### config.mk
export PLATFORM = sky130hd
export DESIGN_NAME = bb3_ctrl
export DESIGN_NICKNAME = d
export VERILOG_FILES = /design/src/hw/rtl/bb3_pkg.sv /design/src/hw/rtl/bb3_ctrl.sv
export SDC_FILE = /design/constraint.sdc
export NUM_CORES = 1
export LEC_CHECK = 0
export ABC_AREA = 1
export BUFFER_PORTS_ARGS = -buffer_cell sky130_fd_sc_hd__buf_2
export CORE_UTILIZATION = 60
export DETAILED_ROUTE_END_ITERATION = 10
export PLACE_DENSITY = 0.85
export SYNTH_ARGS = -nofsm -noshare
export SYNTH_HDL_FRONTEND = slang
export SYNTH_SLANG_ARGS = --single-unit
### constraint.sdc
create_clock -name i_clk -period 7.45 [get_ports i_clk]
set_input_delay 1.49 -clock i_clk [delete_from_list [all_inputs] [get_ports i_clk]]
set_output_delay 1.49 -clock i_clk [all_outputs]
set_load 0.02 [all_outputs]
### src/hw/rtl/bb3_pkg.sv
// Shared constants, types and the reciprocal table of the 3x3 box blur.
`default_nettype none
package bb3_pkg;

    localparam int MAX_WIDTH_DEF = 2048;
    localparam int FW_W          = 12;
    localparam int FH_W          = 16;
    localparam int CH_W          = 8;
    localparam int PIX_W         = 3 * CH_W;
    localparam int SUM_W         = 12;
    localparam int CNT_W         = 4;
    localparam int RECIP_SH      = 16;
    localparam int RECIP_W       = 17;
    localparam int APB_ADDR_W    = 3;
    localparam int APB_DATA_W    = 32;

    localparam logic [FW_W-1:0] FRAME_WIDTH_RST  = 12'd640;
    localparam logic [FH_W-1:0] FRAME_HEIGHT_RST = 16'd480;

    localparam logic REG_FRAME_WIDTH  = 1'b0;
    localparam logic REG_FRAME_HEIGHT = 1'b1;

    typedef struct packed {
        logic       ld_pix;
        logic       rd;
        logic       shift;
        logic       sum;
        logic       mul;
        logic [2:0] row_msk;
        logic [2:0] col_msk;
    } t_dp_cmd;

    // ceil(2^16 / cnt) for every neighbor count that can occur
    function automatic logic [RECIP_W-1:0] recip(input logic [CNT_W-1:0] cnt);
        logic [RECIP_W-1:0] m;
        unique case (cnt)
            4'd2:    m = 17'd32768;
            4'd3:    m = 17'd21846;
            4'd4:    m = 17'd16384;
            4'd6:    m = 17'd10923;
            4'd9:    m = 17'd7282;
            default: m = 17'd65536;
        endcase
        return m;
    endfunction

endpackage
`default_nettype wire

### src/hw/rtl/bb3_ctrl.sv
// Sequencer: frame position, emit decisions, clip masks and handshakes.
`default_nettype none
module bb3_ctrl #(
    parameter int MAX_WIDTH = bb3_pkg::MAX_WIDTH_DEF
) (
    input  wire logic                         i_clk,
    input  wire logic                         i_rst_n,
    input  wire logic [bb3_pkg::FW_W-1:0]     i_frame_width,
    input  wire logic [bb3_pkg::FH_W-1:0]     i_frame_height,
    input  wire logic                         i_in_valid,
    output logic                              o_in_ready,
    output logic                              o_out_valid,
    input  wire logic                         i_out_ready,
    output logic                              o_frame_last,
    output bb3_pkg::t_dp_cmd                  o_cmd,
    output logic [(MAX_WIDTH > 1 ? $clog2(MAX_WIDTH) : 1)-1:0] o_addr
);
    import bb3_pkg::*;

    localparam int C_W   = (MAX_WIDTH > 1) ? $clog2(MAX_WIDTH) : 1;
    localparam int W_W   = $clog2(MAX_WIDTH + 1);
    localparam int CMP_W = ((W_W > FW_W) ? W_W : FW_W) + 1;

    typedef enum logic [4:0] {
        S_IDLE  = 5'b00001,
        S_SHIFT = 5'b00010,
        S_SUM   = 5'b00100,
        S_MUL   = 5'b01000,
        S_OUT   = 5'b10000
    } t_state;

    typedef enum logic [1:0] {
        SLOT_TOP = 2'd0,
        SLOT_MID = 2'd1,
        SLOT_END = 2'd2
    } t_slot;

    t_state           r_state, n_state;
    t_slot            r_slot, n_slot;
    logic [C_W-1:0]   r_col, n_col;
    logic [FH_W-1:0]  r_row, n_row;

    logic [CMP_W-1:0] fw_x, wx, colx;
    logic [FH_W:0]    hx, rowx;
    logic             e1, e2, e3, last, row_end, finish;
    logic [2:0]       row_msk, col_msk;

    always_comb begin
        fw_x = CMP_W'(i_frame_width);
        if (i_frame_width == '0) begin
            wx = CMP_W'(1);
        end else if (fw_x > CMP_W'(MAX_WIDTH)) begin
            wx = CMP_W'(MAX_WIDTH);
        end else begin
            wx = fw_x;
        end
        hx   = (i_frame_height == '0) ? (FH_W+1)'(1) : {1'b0, i_frame_height};
        colx = CMP_W'(r_col);
        rowx = {1'b0, r_row};
    end

    // emit decisions for the current position (stable through the item)
    assign e1      = (r_col == '0) && (rowx >= 2) && (rowx < hx + 2);
    assign e2      = (r_col != '0) && (r_row != '0) && (rowx <= hx) && (colx <= wx);
    assign row_end = (colx + 1'b1 >= wx);
    assign last    = (rowx >= hx) && row_end;
    assign e3      = last && (rowx <= hx) && (colx < wx);

    always_comb begin
        unique case (r_slot)
            SLOT_TOP: begin
                row_msk = {rowx <= hx, 1'b1, rowx >= 3};
                col_msk = {1'b1, wx >= 2, wx >= 3};
            end
            SLOT_MID: begin
                row_msk = {rowx < hx, 1'b1, rowx >= 2};
                col_msk = {colx < wx, 1'b1, colx >= 2};
            end
            SLOT_END: begin
                row_msk = {1'b0, 1'b1, rowx >= 2};
                col_msk = {1'b1, colx >= 1, colx >= 2};
            end
            default: begin
                row_msk = 3'b010;
                col_msk = 3'b010;
            end
        endcase
    end

    always_comb begin
        n_state = r_state;
        n_slot  = r_slot;
        finish  = 1'b0;
        unique case (r_state)
            S_IDLE: begin
                if (i_in_valid) begin
                    if (e1) begin
                        n_slot  = SLOT_TOP;
                        n_state = S_SUM;
                    end else begin
                        n_state = S_SHIFT;
                    end
                end
            end
            S_SHIFT: begin
                if (e2) begin
                    n_slot  = SLOT_MID;
                    n_state = S_SUM;
                end else if (e3) begin
                    n_slot  = SLOT_END;
                    n_state = S_SUM;
                end else begin
                    finish  = 1'b1;
                    n_state = S_IDLE;
                end
            end
            S_SUM: n_state = S_MUL;
            S_MUL: n_state = S_OUT;
            S_OUT: begin
                if (i_out_ready) begin
                    if (r_slot == SLOT_TOP) begin
                        n_state = S_SHIFT;
                    end else if (r_slot == SLOT_MID && e3) begin
                        n_slot  = SLOT_END;
                        n_state = S_SUM;
                    end else begin
                        finish  = 1'b1;
                        n_state = S_IDLE;
                    end
                end
            end
            default: n_state = S_IDLE;
        endcase
    end

    always_comb begin
        n_col = r_col;
        n_row = r_row;
        if (finish) begin
            if (last) begin
                n_col = '0;
                n_row = '0;
            end else if (row_end) begin
                n_col = '0;
                n_row = r_row + 1'b1;
            end else begin
                n_col = r_col + 1'b1;
            end
        end
    end

    always_ff @(posedge i_clk) begin
        if (!i_rst_n) begin
            r_state <= S_IDLE;
            r_slot  <= SLOT_TOP;
            r_col   <= '0;
            r_row   <= '0;
        end else begin
            r_state <= n_state;
            r_slot  <= n_slot;
            r_col   <= n_col;
            r_row   <= n_row;
        end
    end

    assign o_in_ready    = (r_state == S_IDLE);
    assign o_out_valid   = (r_state == S_OUT);
    assign o_frame_last  = (r_slot == SLOT_END);
    assign o_addr        = r_col;
    assign o_cmd.ld_pix  = (r_state == S_IDLE) && i_in_valid;
    assign o_cmd.rd      = (r_state == S_IDLE) && i_in_valid;
    assign o_cmd.shift   = (r_state == S_SHIFT);
    assign o_cmd.sum     = (r_state == S_SUM);
    assign o_cmd.mul     = (r_state == S_MUL);
    assign o_cmd.row_msk = row_msk;
    assign o_cmd.col_msk = col_msk;
endmodule
`default_nettype wire

==> impl_metrics.tcl <==
set metrics [dict create \
    status "finished clean" \
    rows 30 \
    die_w_um 86.24 \
    nets 801 \
    fin_crit_sh 0.6998 \
    place_congestion 0.9299 \
    worstPathArrival_ns 3.72 \
    clockBufferDepth 2 \
    fmax_ghz 0.1918 \
    start_util 0.6233 \
    detail_route.wl_per_cell_um 13.62 \
    clockRootBuffer "clkbuf_8" \
    p_per_area_nw_per_um2 185.2 \
    crit_start "i_frame_width[0]" \
    cts_sinks 34 \
    cts_resized 0 \
    numCtsBuffers 5 \
    drt-pass1-iter-count 6 \
    cp-end-kind "output pin" \
    layout_common_cells "141 x nand2_1, 93 x inv_1, 67 x nor2_1" \
    grt_max_degree 31 \
    ys_ff_latch 34 \
    maxSlewViolCount 0 \
    min_from "r_row[0]" \
    critPathRequiredTime_ns 5.96 \
    regToRegStartpoint "o_addr[0]" \
    grt_overflow 0 \
    synthCells 657 \
    fill_cells 636 \
    antenna_cells 0 \
    drv_cap 0 \
    hold_viol_final 0 \
    grt_pass1_vias 4171 \
    drc 0 \
    synth.net_count 752 \
    insertion_delay_ns 0.29 \
    htree_levels 2 \
    portBuffers 55 \
    drive_gt1_frac 0.1499 \
    ys_types 43 \
    layout_commonest_cell "nand2_1" \
    crit_type "in2out" \
    leakage_uw 0.002408 \
    cts_hold_buf 0 \
    synthArstFlopShare 0 \
    num_io_pins 57 \
    hold_class "reg2reg" \
    max_slew.worst_pin.slew_ns 0.5982 \
    final_util 0.6778 \
    cp-start-kind "input port" \
    grt_usage 0.3113 \
    synth_edf_count 0 \
    ys.flop_type "dfxtp_1" \
    fin_tns_setup_ns 0 \
    num_vias 4476 \
    relSlewSlack 0.5987 \
    hpwl_mm 8.840 \
    area_growth_pct 8.757 \
    finalClockSkew_ns 0.006498 \
    rsz0062_at_grt "false" \
    ir_drop_mv 0.1695 \
    synth_area_um2 4258 \
    yosysWarningCount 0 \
    clk_pin_slew_ns 0.07 \
    drt_iter0_drc 400 \
    grt_pass1_wl_mm 18.59 \
    fp.coreArea_um2 6832 \
    dieArea_um2 7437 \
    die_y_um 86.24 \
    cts_tree "yes" \
    seq_area_frac_synth 0.1599 \
    crit_fanout 12 \
    hold_ws_ns 0.5039 \
    route.antenna.remaining_nets 0 \
    antenna_found_initial 0 \
    post_cts_buffers 0 \
    via_per_inst 5.574 \
    post-route-min-period_ns 5.213 \
    setup_ws_ns 2.237 \
    postSynthAreaPerCell_um2 6.481 \
    finalWirelength_mm 10.94 \
    finalSetupViolations 0 \
    place_ws_ns 2.308 \
]
## per-layer routing
layer	vias up	share of wire	routed length (um)	track usage
met5	-	0	0	0
met4	0	0.010	113	0.07424
li1	2275	-	-	-
met1	2010	0.46	5012	0.4301
met3	13	0.081	891	0.05810
met2	178	0.45	4923	0.5022
## sequential cells by signal, indices dropped and copies added, names as in the netlist
name     count
o_addr      11
r_state      5
r_row       16
r_slot       2
## logic make-up (layout without fill, tap and decap cells)
logic type      Yosys count  in the layout  share of synthesized area
xor+xnor                 19             19                    0.03908
fa+ha+maj                63             63                     0.1851
other cells               1              1                  0.0008807
simple gates            336            336                     0.3855
buf+inv                 118            168                     0.1202
flops                    34             34                     0.1599
compound gates           86             86                     0.1093
## metrics by stage
step	power, uW	area (um^2)	cells
final	857.7	4631	803
after global routing	930.9	4631	803
after CTS	852.8	4631	803
after detailed placement	709.0	4539	795
after global placement	692.6	4539	795
after floorplan	604.1	4258	657
## worst paths after layout
path | end | slack, ns | cells past startpoint
setup / recovery | o_cmd[2] | 2.24 | 14
hold / removal | r_row[0] | 0.50 | 2
setup reg to reg | o_addr[1] | 2.85 | 18
hold reg to reg | r_row[0] | 0.50 | 2
## critical path: stages
cell	delay [ns]
buf_2	0.10
nor4_1	0.28
nand3_1	0.13
nand2_1	0.28
nand2_1	0.17
ha_1	0.32
nand2_1	0.07
nand2_1	0.05
nand3_1	0.06
nand2_1	0.06
a21oi_1	0.19
nand2_1	0.10
o21ai_0	0.20
buf_2	0.20
## cell usage after synthesis, types with 2 or more instances
library cell / n / area [um^2]
a21oi_1: 45 / 225.2
a21oi_2: 3 / 26.28
buf_12: 2 / 40.04
buf_2: 2 / 10.01
buf_4: 4 / 30.03
clkbuf_1: 4 / 15.01
clkinv_1: 2 / 7.510
dfxtp_1: 34 / 680.7
ha_1: 63 / 788.3
inv_1: 93 / 349.1
inv_2: 9 / 33.78
nand2_1: 141 / 529.3
nand2_2: 2 / 12.51
nand2_4: 2 / 22.52
nand3_1: 37 / 185.2
nand3_2: 11 / 110.1
nand3_4: 2 / 35.03
nand3b_1: 2 / 15.01
nand4_1: 24 / 150.1
nor2_1: 67 / 251.5
nor2_2: 2 / 12.51
nor3_1: 21 / 105.1
nor3_2: 7 / 70.07
nor3_4: 2 / 32.53
nor3b_1: 3 / 22.52
nor4_1: 9 / 56.30
o21ai_0: 20 / 100.1
o21ai_1: 9 / 45.04
o21bai_1: 2 / 15.01
o31ai_1: 2 / 15.01
or2_2: 2 / 12.51
xnor2_1: 3 / 26.28
xor2_1: 16 / 140.1
## report_power, final
group,internal (uW),switching (uW),total [uW]
registers,204,34.1,238
clock network,74.6,71.3,146
logic,159,314,474
## cell type report
| type | count | area [um^2] | area share |
|---|---|---|---|
| timing repair buffer | 56 | 282.8 | 0.06106 |
| inverter | 104 | 390.4 | 0.08430 |
| clock inverter | 1 | 5.005 | 0.001081 |
| sequential | 34 | 680.7 | 0.1470 |
| tap | 96 | 120.1 | 0.02594 |
| clock buffer | 7 | 86.33 | 0.01864 |
| multi-input combinational | 505 | 3065 | 0.6620 |
Power figures use the tool's default switching activity.
